**config.mk**
```make
export PLATFORM = sky130hd
export DESIGN_NAME = matrix_multiply
export DESIGN_NICKNAME = d
export VERILOG_FILES = /design/src/hw/rtl/mm_pkg.sv /design/src/hw/rtl/matrix_multiply.sv /design/src/hw/rtl/mm_ctrl.sv /design/src/hw/rtl/mm_dpath.sv
export SDC_FILE = /design/constraint.sdc
export NUM_CORES = 2
export LEC_CHECK = 0
export BUFFER_PORTS_ARGS = -buffer_cell sky130_fd_sc_hd__buf_2
export CORE_MARGIN = 5
export CORE_UTILIZATION = 40
export DETAILED_ROUTE_END_ITERATION = 8
export HOLD_SLACK_MARGIN = 0.12
export PLACE_DENSITY = 0.55
export SLEW_MARGIN = 10
export SYNTH_ARGS = -nofsm -noshare
export SYNTH_HDL_FRONTEND = slang
export SYNTH_SLANG_ARGS = --single-unit
```
**constraint.sdc**
```tcl
create_clock -name i_clk -period 7.52 [get_ports i_clk]
set_input_delay 0 -clock i_clk [delete_from_list [all_inputs] [get_ports i_clk]]
set_output_delay 0 -clock i_clk [all_outputs]
set_load 0.1 [all_outputs]
```
**src/hw/rtl/mm_pkg.sv**
```systemverilog
// Shared constants, command type and dimension helper for the matrix multiplier.
package mm_pkg;

    localparam int MAX_DIM_DEF   = 8;
    localparam int ELEM_BITS_DEF = 16;

    localparam int CFG_W     = 4;
    localparam int CFG_IDX_W = 2;
    localparam int IDX_W     = 3;

    localparam logic [CFG_IDX_W-1:0] CFG_ROWS_A    = 2'd0;
    localparam logic [CFG_IDX_W-1:0] CFG_INNER_DIM = 2'd1;
    localparam logic [CFG_IDX_W-1:0] CFG_COLS_B    = 2'd2;

    localparam logic [CFG_W-1:0] DIM_RESET = 4'd4;

    typedef struct packed {
        logic             load_a;
        logic             load_b;
        logic             issue;
        logic             first;
        logic             last;
        logic             last_elem;
        logic [IDX_W-1:0] row;
        logic [IDX_W-1:0] col;
    } t_cmd;

    // Zero acts as one, anything above the maximum saturates.
    function automatic logic [CFG_W-1:0] clamp_dim(input logic [CFG_W-1:0] v,
                                                   input logic [CFG_W-1:0] max_dim);
        logic [CFG_W-1:0] d;
        if (v == '0) begin
            d = CFG_W'(1);
        end else if (v > max_dim) begin
            d = max_dim;
        end else begin
            d = v;
        end
        return d;
    endfunction

endpackage

```
**src/hw/rtl/matrix_multiply.sv**
```systemverilog
// Top level of the fixed-point matrix multiplier C = A x B.
//
//   channel   direction  handshake                   payload
//   -------   ---------  --------------------------  ------------------------------------
//   in        to block   i_in_valid / o_in_ready     i_element_value (A then B, row-major)
//   out       from block o_out_valid / i_out_ready   o_product_value, o_row_index,
//                                                    o_col_index, o_last_element
//   cfg       to block   i_cfg_we (no wait)          i_cfg_index, i_cfg_data
//
// Loading takes one item per cycle. Once the last B item is in, one shared
// multiplier runs rows*inner*cols multiply-accumulates, one per cycle while the
// output does not stall, and results leave in row-major order.
// Reset (synchronous, active low) sets all dimensions to 4 and empties the pipe.
// A stalled output freezes the multiply pipeline at the sum that cannot leave;
// no item is taken while products are being issued.
module matrix_multiply
    import mm_pkg::*;
#(
    parameter int MAX_DIM   = MAX_DIM_DEF,
    parameter int ELEM_BITS = ELEM_BITS_DEF,
    localparam int DEPTH    = MAX_DIM * MAX_DIM,
    localparam int ADDR_W   = (DEPTH > 1) ? $clog2(DEPTH) : 1,
    localparam int OUT_W    = 2 * ELEM_BITS + 3
) (
    input  logic                 i_clk,
    input  logic                 i_rst_n,
    input  logic                 i_cfg_we,
    input  logic [CFG_IDX_W-1:0] i_cfg_index,
    input  logic [CFG_W-1:0]     i_cfg_data,
    input  logic                 i_in_valid,
    output logic                 o_in_ready,
    input  logic [ELEM_BITS-1:0] i_element_value,
    output logic                 o_out_valid,
    input  logic                 i_out_ready,
    output logic [OUT_W-1:0]     o_product_value,
    output logic [IDX_W-1:0]     o_row_index,
    output logic [IDX_W-1:0]     o_col_index,
    output logic                 o_last_element
);

    // Command from the sequencer, stall back from the result register.
    t_cmd              w_cmd;
    logic              w_stall;
    logic [ADDR_W-1:0] w_ld_addr, w_rd_a_addr, w_rd_b_addr;

    mm_ctrl #(
        .MAX_DIM (MAX_DIM)
    ) u_ctrl (
        .i_clk       (i_clk),
        .i_rst_n     (i_rst_n),
        .i_cfg_we    (i_cfg_we),
        .i_cfg_index (i_cfg_index),
        .i_cfg_data  (i_cfg_data),
        .i_in_valid  (i_in_valid),
        .o_in_ready  (o_in_ready),
        .i_stall     (w_stall),
        .o_cmd       (w_cmd),
        .o_ld_addr   (w_ld_addr),
        .o_rd_a_addr (w_rd_a_addr),
        .o_rd_b_addr (w_rd_b_addr)
    );

    // Operands are read one address per side per cycle unless stalled; sums collect in one accumulator.
    mm_dpath #(
        .MAX_DIM   (MAX_DIM),
        .ELEM_BITS (ELEM_BITS)
    ) u_dpath (
        .i_clk           (i_clk),
        .i_rst_n         (i_rst_n),
        .i_cmd           (w_cmd),
        .i_ld_addr       (w_ld_addr),
        .i_rd_a_addr     (w_rd_a_addr),
        .i_rd_b_addr     (w_rd_b_addr),
        .i_element_value (i_element_value),
        .o_stall         (w_stall),
        .o_out_valid     (o_out_valid),
        .i_out_ready     (i_out_ready),
        .o_product_value (o_product_value),
        .o_row_index     (o_row_index),
        .o_col_index     (o_col_index),
        .o_last_element  (o_last_element)
    );

`ifndef SYNTHESIS
    // The pipe may freeze only behind a full, unread result register.
    a_stall_needs_full_out: assert property (@(posedge i_clk) disable iff (!i_rst_n)
        w_stall |-> (o_out_valid && !i_out_ready))
        else $error("pipeline stalled with room in the result register");

    // Products are never issued while new items may overwrite the operands.
    a_no_issue_while_loading: assert property (@(posedge i_clk) disable iff (!i_rst_n)
        w_cmd.issue |-> !o_in_ready)
        else $error("multiply issued while input is open");

    // The compute phase starts only right after an item of B was stored.
    a_run_after_b_load: assert property (@(posedge i_clk) disable iff (!i_rst_n)
        $fell(o_in_ready) |-> $past(w_cmd.load_b))
        else $error("compute started without completing B");
`endif

endmodule

```
**src/hw/rtl/mm_ctrl.sv**
```systemverilog
// Controller: configuration registers, load counter and multiply-accumulate sequencer.
module mm_ctrl
    import mm_pkg::*;
#(
    parameter int MAX_DIM = MAX_DIM_DEF,
    localparam int DEPTH  = MAX_DIM * MAX_DIM,
    localparam int ADDR_W = (DEPTH > 1) ? $clog2(DEPTH) : 1
) (
    input  logic                 i_clk,
    input  logic                 i_rst_n,
    input  logic                 i_cfg_we,
    input  logic [CFG_IDX_W-1:0] i_cfg_index,
    input  logic [CFG_W-1:0]     i_cfg_data,
    input  logic                 i_in_valid,
    output logic                 o_in_ready,
    input  logic                 i_stall,
    output t_cmd                 o_cmd,
    output logic [ADDR_W-1:0]    o_ld_addr,
    output logic [ADDR_W-1:0]    o_rd_a_addr,
    output logic [ADDR_W-1:0]    o_rd_b_addr
);

    localparam int CNT_W = $clog2(2 * DEPTH);
    localparam int TW    = CNT_W + 1;

    typedef enum logic [1:0] {
        S_LOAD = 2'b01,
        S_RUN  = 2'b10
    } t_state;

    t_state            r_state, n_state;
    logic [CFG_W-1:0]  r_rows, n_rows, r_inner, n_inner, r_cols, n_cols;
    logic [CNT_W-1:0]  r_count, n_count;
    logic [CFG_W-1:0]  r_i, n_i, r_j, n_j, r_k, n_k;
    logic [ADDR_W-1:0] r_a_row, n_a_row, r_a_addr, n_a_addr, r_b_addr, n_b_addr;

    logic [CFG_W-1:0] w_rows_c, w_inner_c, w_cols_c;
    logic [TW-1:0]    w_total_a, w_total, w_count_ext, w_b_off;
    logic             w_accept, w_in_a, w_load_done, w_issue;
    logic             w_k_last, w_j_last, w_i_last;

    assign w_rows_c  = clamp_dim(r_rows,  CFG_W'(MAX_DIM));
    assign w_inner_c = clamp_dim(r_inner, CFG_W'(MAX_DIM));
    assign w_cols_c  = clamp_dim(r_cols,  CFG_W'(MAX_DIM));

    assign w_total_a   = TW'(w_rows_c) * TW'(w_inner_c);
    assign w_total     = w_total_a + TW'(w_inner_c) * TW'(w_cols_c);
    assign w_count_ext = {1'b0, r_count};
    assign w_b_off     = w_count_ext - w_total_a;

    assign o_in_ready  = (r_state == S_LOAD);
    assign w_accept    = i_in_valid && o_in_ready;
    assign w_in_a      = (w_count_ext < w_total_a);
    assign w_load_done = w_accept && (w_count_ext == w_total - TW'(1));
    assign o_ld_addr   = w_in_a ? r_count[ADDR_W-1:0] : w_b_off[ADDR_W-1:0];

    assign w_issue  = (r_state == S_RUN) && !i_stall;
    assign w_k_last = (r_k == w_inner_c - CFG_W'(1));
    assign w_j_last = (r_j == w_cols_c - CFG_W'(1));
    assign w_i_last = (r_i == w_rows_c - CFG_W'(1));

    assign o_rd_a_addr = r_a_addr;
    assign o_rd_b_addr = r_b_addr;

    always_comb begin
        o_cmd.load_a    = w_accept && w_in_a;
        o_cmd.load_b    = w_accept && !w_in_a;
        o_cmd.issue     = w_issue;
        o_cmd.first     = (r_k == '0);
        o_cmd.last      = w_k_last;
        o_cmd.last_elem = w_i_last && w_j_last;
        o_cmd.row       = r_i[IDX_W-1:0];
        o_cmd.col       = r_j[IDX_W-1:0];
    end

    always_comb begin
        n_state  = r_state;
        n_rows   = r_rows;
        n_inner  = r_inner;
        n_cols   = r_cols;
        n_count  = r_count;
        n_i      = r_i;
        n_j      = r_j;
        n_k      = r_k;
        n_a_row  = r_a_row;
        n_a_addr = r_a_addr;
        n_b_addr = r_b_addr;
        case (r_state)
            S_LOAD: begin
                if (w_load_done) begin
                    n_count  = '0;
                    n_state  = S_RUN;
                    n_i      = '0;
                    n_j      = '0;
                    n_k      = '0;
                    n_a_row  = '0;
                    n_a_addr = '0;
                    n_b_addr = '0;
                end else if (w_accept) begin
                    n_count = r_count + CNT_W'(1);
                end
            end
            S_RUN: begin
                if (w_issue) begin
                    if (!w_k_last) begin
                        n_k      = r_k + CFG_W'(1);
                        n_a_addr = r_a_addr + ADDR_W'(1);
                        n_b_addr = r_b_addr + ADDR_W'(w_cols_c);
                    end else begin
                        n_k = '0;
                        if (!w_j_last) begin
                            n_j      = r_j + CFG_W'(1);
                            n_a_addr = r_a_row;
                            n_b_addr = ADDR_W'(r_j + CFG_W'(1));
                        end else begin
                            n_j      = '0;
                            n_b_addr = '0;
                            n_a_row  = r_a_row + ADDR_W'(w_inner_c);
                            n_a_addr = r_a_row + ADDR_W'(w_inner_c);
                            if (w_i_last) begin
                                n_i     = '0;
                                n_state = S_LOAD;
                            end else begin
                                n_i = r_i + CFG_W'(1);
                            end
                        end
                    end
                end
            end
            default: begin
                n_state = S_LOAD;
            end
        endcase
        // Any register write drops a partial load.
        if (i_cfg_we) begin
            n_count = '0;
            case (i_cfg_index)
                CFG_ROWS_A:    n_rows  = i_cfg_data;
                CFG_INNER_DIM: n_inner = i_cfg_data;
                CFG_COLS_B:    n_cols  = i_cfg_data;
                default:       ;
            endcase
        end
    end

    always_ff @(posedge i_clk) begin
        if (!i_rst_n) begin
            r_state <= S_LOAD;
            r_rows  <= DIM_RESET;
            r_inner <= DIM_RESET;
            r_cols  <= DIM_RESET;
            r_count <= '0;
        end else begin
            r_state <= n_state;
            r_rows  <= n_rows;
            r_inner <= n_inner;
            r_cols  <= n_cols;
            r_count <= n_count;
        end
    end

    always_ff @(posedge i_clk) begin
        r_i      <= n_i;
        r_j      <= n_j;
        r_k      <= n_k;
        r_a_row  <= n_a_row;
        r_a_addr <= n_a_addr;
        r_b_addr <= n_b_addr;
    end

endmodule

```
**src/hw/rtl/mm_dpath.sv**
```systemverilog
// Datapath: operand memories, multiplier, accumulator and result register.
module mm_dpath
    import mm_pkg::*;
#(
    parameter int MAX_DIM   = MAX_DIM_DEF,
    parameter int ELEM_BITS = ELEM_BITS_DEF,
    localparam int DEPTH    = MAX_DIM * MAX_DIM,
    localparam int ADDR_W   = (DEPTH > 1) ? $clog2(DEPTH) : 1,
    localparam int PROD_W   = 2 * ELEM_BITS,
    localparam int OUT_W    = 2 * ELEM_BITS + 3
) (
    input  logic                 i_clk,
    input  logic                 i_rst_n,
    input  t_cmd                 i_cmd,
    input  logic [ADDR_W-1:0]    i_ld_addr,
    input  logic [ADDR_W-1:0]    i_rd_a_addr,
    input  logic [ADDR_W-1:0]    i_rd_b_addr,
    input  logic [ELEM_BITS-1:0] i_element_value,
    output logic                 o_stall,
    output logic                 o_out_valid,
    input  logic                 i_out_ready,
    output logic [OUT_W-1:0]     o_product_value,
    output logic [IDX_W-1:0]     o_row_index,
    output logic [IDX_W-1:0]     o_col_index,
    output logic                 o_last_element
);

    logic [ELEM_BITS-1:0] r_left_mem  [DEPTH];
    logic [ELEM_BITS-1:0] r_right_mem [DEPTH];

    logic signed [ELEM_BITS-1:0] r_a_data, r_b_data;
    logic signed [PROD_W-1:0]    r_prod;
    logic [OUT_W-1:0]            r_acc, w_sum;
    t_cmd                        r_s1_cmd, r_s2_cmd;
    logic                        r_out_valid;
    logic [OUT_W-1:0]            r_out_value;
    logic [IDX_W-1:0]            r_out_row, r_out_col;
    logic                        r_out_last;
    logic                        w_stall, w_finish;

    // Freeze the pipe only when a finished sum has nowhere to go.
    assign w_stall  = r_s2_cmd.issue && r_s2_cmd.last && r_out_valid && !i_out_ready;
    assign w_finish = !w_stall && r_s2_cmd.issue && r_s2_cmd.last;
    assign o_stall  = w_stall;

    assign w_sum = (r_s2_cmd.first ? '0 : r_acc) + {{3{r_prod[PROD_W-1]}}, r_prod};

    always_ff @(posedge i_clk) begin
        if (i_cmd.load_a) begin
            r_left_mem[i_ld_addr] <= i_element_value;
        end
        if (!w_stall) begin
            r_a_data <= r_left_mem[i_rd_a_addr];
        end
    end

    always_ff @(posedge i_clk) begin
        if (i_cmd.load_b) begin
            r_right_mem[i_ld_addr] <= i_element_value;
        end
        if (!w_stall) begin
            r_b_data <= r_right_mem[i_rd_b_addr];
        end
    end

    always_ff @(posedge i_clk) begin
        if (!i_rst_n) begin
            r_s1_cmd    <= '0;
            r_s2_cmd    <= '0;
            r_out_valid <= 1'b0;
        end else begin
            if (!w_stall) begin
                r_s1_cmd <= i_cmd;
                r_s2_cmd <= r_s1_cmd;
            end
            if (w_finish) begin
                r_out_valid <= 1'b1;
            end else if (i_out_ready) begin
                r_out_valid <= 1'b0;
            end
        end
    end

    always_ff @(posedge i_clk) begin
        if (!w_stall) begin
            r_prod <= r_a_data * r_b_data;
        end
        if (!w_stall && r_s2_cmd.issue) begin
            r_acc <= w_sum;
        end
        if (w_finish) begin
            r_out_value <= w_sum;
            r_out_row   <= r_s2_cmd.row;
            r_out_col   <= r_s2_cmd.col;
            r_out_last  <= r_s2_cmd.last_elem;
        end
    end

    assign o_out_valid     = r_out_valid;
    assign o_product_value = r_out_value;
    assign o_row_index     = r_out_row;
    assign o_col_index     = r_out_col;
    assign o_last_element  = r_out_last;

endmodule
```
**Yosys cells after proc, flatten, opt, wreduce, memory -nomap -nowiden**

Memory sizes are Yosys's and may differ from the RTL's. A register that Yosys moved wholly into a read port is not among the register bits.
Cells that the tools add are included.

- Input bits: 27
- Output and inout port bits: 44
- Memories: 2
- Bits in registers: 181
- Word-level logic and storage cells: 148
- RAM bits: 2048

- $lt $le $gt $ge: 4
- Eq/ne operators: 13
- Multiplexer cells: 47
- Bitwise gates (word level): 1
- Add/sub/neg operators: 15
- Multiply operators: 3
- Reductions and logical operators: 33

Memory list:

| memory | words | bits a word | rd ports | clocked after memory_dff | write ports | line | RTL |
|---|---|---|---|---|---|---|---|
| u_dpath.r_left_mem | 64 | 16 | 1 | 1 | 1 | mm_dpath.sv:28 | `logic [ELEM_BITS-1:0] r_left_mem [DEPTH];` |
| u_dpath.r_right_mem | 64 | 16 | 1 | 1 | 1 | mm_dpath.sv:29 | `logic [ELEM_BITS-1:0] r_right_mem [DEPTH];` |

Operator list:

| kind | number |
|---|---|
| 4-bit two-way mux | 16 |
| 6-bit two-way mux | 10 |
| 6-bit one-hot mux with 2 select lines | 3 |
| 35-bit adder | 1 |
| 35-bit two-way mux | 1 |
| 16-bit by 16-bit multiplier with 32-bit output | 1 |
| 4-bit one-hot mux with 2 select lines | 3 |
| 4-bit zero test | 4 |
| 4-bit by 4-bit multiplier with 8-bit output | 2 |
| 7-bit two-way mux | 2 |
| 4-bit by 1-bit adder with 4-bit output (second input constant) | 3 |
| 6-bit by 4-bit adder with 6-bit output | 2 |
| 4-bit equality test | 3 |
| 4-bit > comparator (second input constant) | 3 |
| 4-bit by 1-bit subtractor with 4-bit output (second input constant) | 3 |
| 1-bit logical AND | 11 |
| 2-bit two-way mux | 5 |
| 5-bit AND reduction | 2 |
| 8-bit adder | 1 |
| 7-bit by 8-bit equality test with 1-bit output | 1 |
| 7-bit by 8-bit < comparator with 1-bit output | 1 |
| 2-bit by 1-bit != test with 1-bit output (second input constant) | 4 |
| 2-bit AND reduction | 4 |
| 8-bit by 1-bit subtractor with 8-bit output (second input constant) | 1 |
| other kinds (16) | 29 |

**Logic depth before layout (Yosys ltp)**

- Word-level depth: 10
- Depth in mapped cells: 24
- Gate-level depth less buffers: 24

**By module**

A second synthesis with hierarchy kept.

- Cells, all modules: 5147
- Area, all modules: 99484.2 um^2

Modules (own cells, without submodules):

| module | seq. area each (um^2) | cells each | area an instance (um^2) | times used |
|---|---|---|---|---|
| mm_dpath | 66153.4 | 4668 | 94964.8 | 1 |
| mm_ctrl | 1321.3 | 479 | 4519.3 | 1 |

**Worst setup path after synthesis**

Ideal clock, no wire load.

- Kind: register to register
- Start point: register u_ctrl.r_inner[3]
- End point: register u_ctrl.r_a_addr[0] (netlist: u_ctrl.o_rd_a_addr[0]), enable pin
- Cell stages (with the launch flop): 22
- Arrival: 6806 ps
- Data required time: 7106 ps
- Period minus slack after synthesis: 7220 ps
- Path buffers: 1
- Setup slack: 300 ps
- Library setup time: 414 ps
- Cells stage by stage: dfxtp_1 nor2b_1 clkbuf_1 nand2_1 fa_1 fa_1 inv_1 fa_1 inv_1 fa_1 inv_1 fa_1 fa_1 ha_1 a21o_1 a21o_1 a21o_1 a21oi_1 xnor2_1 xnor2_1 nand2_1 a21boi_0

- Word-level cells in the longest chain between the ends: 10
- Elaborated cells on any way between the ends: 12
- Those cells by class: add/sub (2); mul (2); order compare (1); eq/ne (2); mux (2); reduce/logical (3)

RTL lines:

| element | line | RTL |
|---|---|---|
| start, declared | mm_ctrl.sv:32 | `logic [CFG_W-1:0] r_rows, n_rows, r_inner, n_inner, r_cols, n_cols;` |
| start signal, assigned | mm_ctrl.sv:156 | `r_inner <= n_inner;` |
| 4-bit > comparator | mm_pkg.sv:34 | `end else if (v > max_dim) begin` |
| 4-bit two-way mux | mm_pkg.sv:34 |  |
| 4-bit two-way mux (*) | mm_pkg.sv:32 | `if (v == '0) begin` |
| 4-bit by 4-bit multiplier with 8-bit output (on tied branches) | mm_ctrl.sv:46, mm_ctrl.sv:47 |  |
| 8-bit adder (*) | mm_ctrl.sv:47 | `assign w_total = w_total_a + TW'(w_inner_c) * TW'(w_cols_c);` |
| 8-bit by 1-bit subtractor with 8-bit output (*) | mm_ctrl.sv:54 | `assign w_load_done = w_accept && (w_count_ext == w_total - TW'(1));` |
| 7-bit by 8-bit equality test with 1-bit output (*) | mm_ctrl.sv:54 |  |
| 1-bit logical AND (*) | mm_ctrl.sv:54 |  |
| 2-bit != test (no source line) (*) | -- |  |
| 3-bit AND reduction (no source line) (*) | -- |  |
| end signal, assigned | mm_ctrl.sv:167 | `r_a_addr <= n_a_addr;` |
| end, declared | mm_ctrl.sv:35 | `logic [ADDR_W-1:0] r_a_row, n_a_row, r_a_addr, n_a_addr, r_b_addr, n_b_addr;` |

Every way passes the cells marked *; elsewhere a longest branch is shown, timed or not.
A chain may end at the register's enable or synchronous reset.

**Worst setup path after layout**

- Start point: register u_ctrl.r_inner[3]
- End point: register u_ctrl.r_b_addr[0] (netlist: u_ctrl.o_rd_b_addr[0]), enable pin

- Word-level cells in the longest chain between the ends: 10
- Elaborated cells on any way between the ends: 12
- Those cells by class: add/sub (2); mul (2); order compare (1); eq/ne (2); mux (2); reduce/logical (3)

RTL lines:

| element | line | RTL |
|---|---|---|
| 4-bit > comparator | mm_pkg.sv:34 |  |
| 4-bit two-way mux | mm_pkg.sv:34 |  |
| 4-bit two-way mux (*) | mm_pkg.sv:32 |  |
| 4-bit by 4-bit multiplier with 8-bit output (on tied branches) | mm_ctrl.sv:46, mm_ctrl.sv:47 |  |
| 8-bit adder (*) | mm_ctrl.sv:47 |  |
| 8-bit by 1-bit subtractor with 8-bit output (*) | mm_ctrl.sv:54 |  |
| 7-bit by 8-bit equality test with 1-bit output (*) | mm_ctrl.sv:54 |  |
| 1-bit logical AND (*) | mm_ctrl.sv:54 |  |
| 2-bit != test (no source line) (*) | -- |  |
| 3-bit AND reduction (no source line) (*) | -- |  |
| end signal, assigned | mm_ctrl.sv:168 | `r_b_addr <= n_b_addr;` |
| end, declared | mm_ctrl.sv:35 |  |

Marks and branches as above.

==> summary.txt <==
Synthesis
  • Ys async rst share: 0
  • Main synth FF type: edfxtp_1
  • Yosys reg bits: 2,261
  • Seq/Total Area, Yosys: 0.678
  • Mapped Area: 99,500 um^2
  • Syn nets: 5,606
  • Yosys warning total: 0
  • Yosys cell types: 80
  • Syn_area_per_cell: 19.4 um^2
  • Mapped Cells: 5,130
  • Number of enable flip-flop cells after synthesis: 2,219

GRT
  • All-Layer GR Usage: 0.188
  • Initial antenna violation count: 17
  • Overflow after GRT: 0
  • Global-route wire length before repair: 356,000 um
  • Vias in the first global route: 49,878
  • Largest net degree at the start of global routing: 118

Timing
  • Setup TNS: 0 ps
  • Fin crit share: 0.934
  • Slew Limit Fails: 0
  • Final Critical Period: 7020 ps
  • Final hold vios: 0
  • Relative slew slack: 0.239
  • Max Freq: 142 MHz
  • Hold slack: roughly 200 ps
  • Tightest Pin Transition: 1140 ps
  • Final setup skew: slightly below 40 ps
  • Final setup violation count: 0
  • RSZ-0062 raised after global routing: false

Cells and area
  • Area growth, synth to finish: 13.1%
  • Share of layout cells above drive strength 1: 0.235
  • FILL cells: 20,969
  • Non-Filler Instances: 8,974
  • Fin area: 113,000 um^2
  • Most common cell after layout, fill and taps aside: edfxtp_1
  • Layout Utilization: 0.454
  • Nets: between 5,000 and 6,000
  • Most frequent cells in the layout: 2,219 x edfxtp_1, 672 x mux4_2, 351 x inv_1

CTS
  • CTS Buffer Depth: 3
  • Clock slew at reported path FFs: ~60 ps
  • TritonCTS Buffers: 228
  • H-tree lvl count: 4
  • CTS tree: built
  • Clk root buf: clkbuf_16
  • Post-CTS setup buffers: 0
  • CTS sink cnt: roughly 2,300
  • Skew-Pair Late Insertion Delay: 870 ps

Run status
  • Outcome: completed

Power
  • Static leakage: slightly below 40 nW
  • Combinational share of power: 0.273
  • Share of power burned in registers: 0.415
  • Total net switching power: 10.3 mW
  • Clock power share: 0.312
  • Power per cell area: about 310 nW/um^2
  • Sw frac: 0.294
  • Pint: 24.8 mW
  • Max rail drop VDD: between 400 and 500 uV

Critical path
  • Setup slack, reg-to-reg: approximately 500 ps
  • Stages on worst setup path: 23
  • CP Launch Type: register
  • Reg2reg end: u_ctrl.o_rd_b_addr[0]
  • Top delay family on crit path: adder cells
  • Worst EP required: around 8100 ps
  • Critical path buffers and inverters: 6
  • Critical Path AT: between 7000 and 8000 ps
  • Register-to-Register Path Depth: 23
  • Crit-path cells: inv_2 -> nand2_1 -> inv_2 -> nand2b_1 -> fa_1 -> fa_1 -> inv_1 -> fa_1 -> inv_1 -> fa_1 -> inv_1 -> fa_1 -> fa_1 -> ha_1 -> a21o_1 -> a21o_1 -> a21o_1 -> a21oi_1 -> xnor2_1 -> xnor2_1 -> nand2_1 -> a21boi_2 -> buf_4
  • CP max stage delay: 540 ps
  • Critical-path top delay cell: fa_1
  • Crit path kind: register to register
  • Reg2reg start: u_ctrl.r_inner[3]
  • Most used cell, CP: fa_1
  • Worst Setup End Kind: register
  • Worst-path maximum fanout: 10
  • Critical path launch point: u_ctrl.r_inner[3]

Floorplan
  • Row count: 183
  • Die area: 259,000 um^2
  • Die width: 509 um
  • Starting Density: 0.401
  • IO Pins: 71
  • Core ar.: approximately 250,000 um^2
  • Die span in y: 509 um

Hold path
  • WHS Endpoint: u_dpath.r_right_mem[58][12]
  • HP Class: input port to register
  • Hold-critical path depth: 2
  • Hold path startpoint: i_element_value[12]

Routing
  • Total iterations of the first detailed-routing run: 5
  • DR WL/cell: 26.9 um
  • DR DRC count: 0
  • Initial DRC Count: 4,746
  • Total number of vias: 48,477
  • Routed WL: 242,000 um
  • Via density: 5.40
  • Routed Antenna Nets: 0

Placement
  • DP Cell Count: between 8,000 and 9,000
  • Placed instance area: ~100,000 um^2
  • Detailed Place HPWL: 148,000 um
  • Placer Congestion: approximately 0.81
  • Port Buffers: 70

Flow run
  • Max-cap violations: 0
Yosys cell counts, drive strengths merged, types with 6 or more instances:
library cell	n	area, um^2
o21ai	37	185
mux4	672	15100
buf	97	487
and3	10	62.6
edfxtp	2219	66600
and2	131	820
nand2b	34	213
o21bai	16	120
xnor2	90	788
a211oi	14	105
a21o	30	225
inv	354	1330
or4	6	45.0
fa	283	5670
nor2b	67	419
nand3	27	135
mux2i	16	160
a21oi	74	389
a31oi	6	37.5
clkbuf	134	503
dfxtp	42	841
xor2	32	299
a21boi	23	176
nand4	15	93.8
nand2	221	832
nand4b	8	70.1
nor3	18	90.1
o21a	7	52.6
ha	166	2080
nor2	199	749
kinds of logic (layout without fill, tap and decap cells):
group / count (synthesis) / count (layout) / synth area share
AOI/OAI and AO/OA: 260 / 260 / 0.0180
xor gates and xnor gates: 122 / 122 / 0.0109
adders and majority gates: 449 / 449 / 0.0778
buffers and inverters: 586 / 1093 / 0.0233
DFF: 2261 / 2261 / 0.678
muxes: 688 / 688 / 0.154
other: 0 / 7 / 0
and+or+nand+nor: 764 / 764 / 0.0378
sequential cells by signal, summed over array words and instances (netlist names), 6 cells and up:
register / flops
u_dpath.r_b_data: 16
u_ctrl.r_count: 7
u_dpath.o_product_value: 35
u_ctrl.o_rd_a_addr: 6
u_dpath.r_s1_cmd: 10
u_dpath.r_acc: 35
u_dpath.r_prod: 32
u_dpath.r_s2_cmd: 10
u_ctrl.o_rd_b_addr: 6
u_dpath.r_right_mem: 1024
u_dpath.r_a_data: 16
u_ctrl.r_a_row: 6
u_dpath.r_left_mem: 1024
how the worst max path moves through the flow:
stage	to	slack [ps]
after floorplan	u_ctrl.o_rd_a_addr[0]	300
after global placement	u_ctrl.o_rd_b_addr[5]	560
after detailed placement	u_ctrl.o_rd_b_addr[1]	530
after CTS	u_ctrl.o_rd_b_addr[2]	490
after global routing	u_ctrl.o_rd_b_addr[5]	80
final	u_ctrl.o_rd_b_addr[0]	500
metrics by stage:
step / setup WS (ps) / power [mW]
floorplan: 300 / 22.2
finish: 500 / 35.2
global route: 79.5 / 37.5
CTS: 488 / 35.6
detailed placement: 532 / 24.6
global placement: 557 / 24.4
power by group through the flow:
stage	clock [mW]	combinational (mW)	sequential, mW
4_1_cts	11.2	9.76	14.6
6_report	11.0	9.59	14.6
3_5_place_dp	0	9.68	14.9
2_1_floorplan	0	7.44	14.8
5_1_grt	11.8	11.1	14.6
3_3_place_gp	0	9.49	14.9
routing by layer:
metal | vias to the layer above | wire length (um) | global-route usage | share of wire
li1 | 20741 | - | - | -
met4 | 2 | 3720 | 0.0350 | 0.015
met2 | 1348 | 113000 | 0.291 | 0.47
met3 | 236 | 14700 | 0.0322 | 0.061
met5 | - | 19 | 0 | 0.000079
met1 | 26150 | 111000 | 0.284 | 0.46
layout make-up:
class,count,area (um^2),area share
antenna,7,17.5,0.000156
multi-input combinational,2283,29800,0.265
clock buffer,266,5950,0.0529
sequential,2261,67500,0.600
inverter,355,1330,0.0119
clock inverter,152,1280,0.0113
tap,3330,4170,0.0370
timing repair buffer,320,2520,0.0224
what timing repair did:
| item | CTS | global route |
|---|---|---|
| resized for setup | 0 | 0 |
| hold buffers | 44 | 0 |
| endpoints found under the hold margin | 906 | 0 |
(Power assumes the default switching activity.)
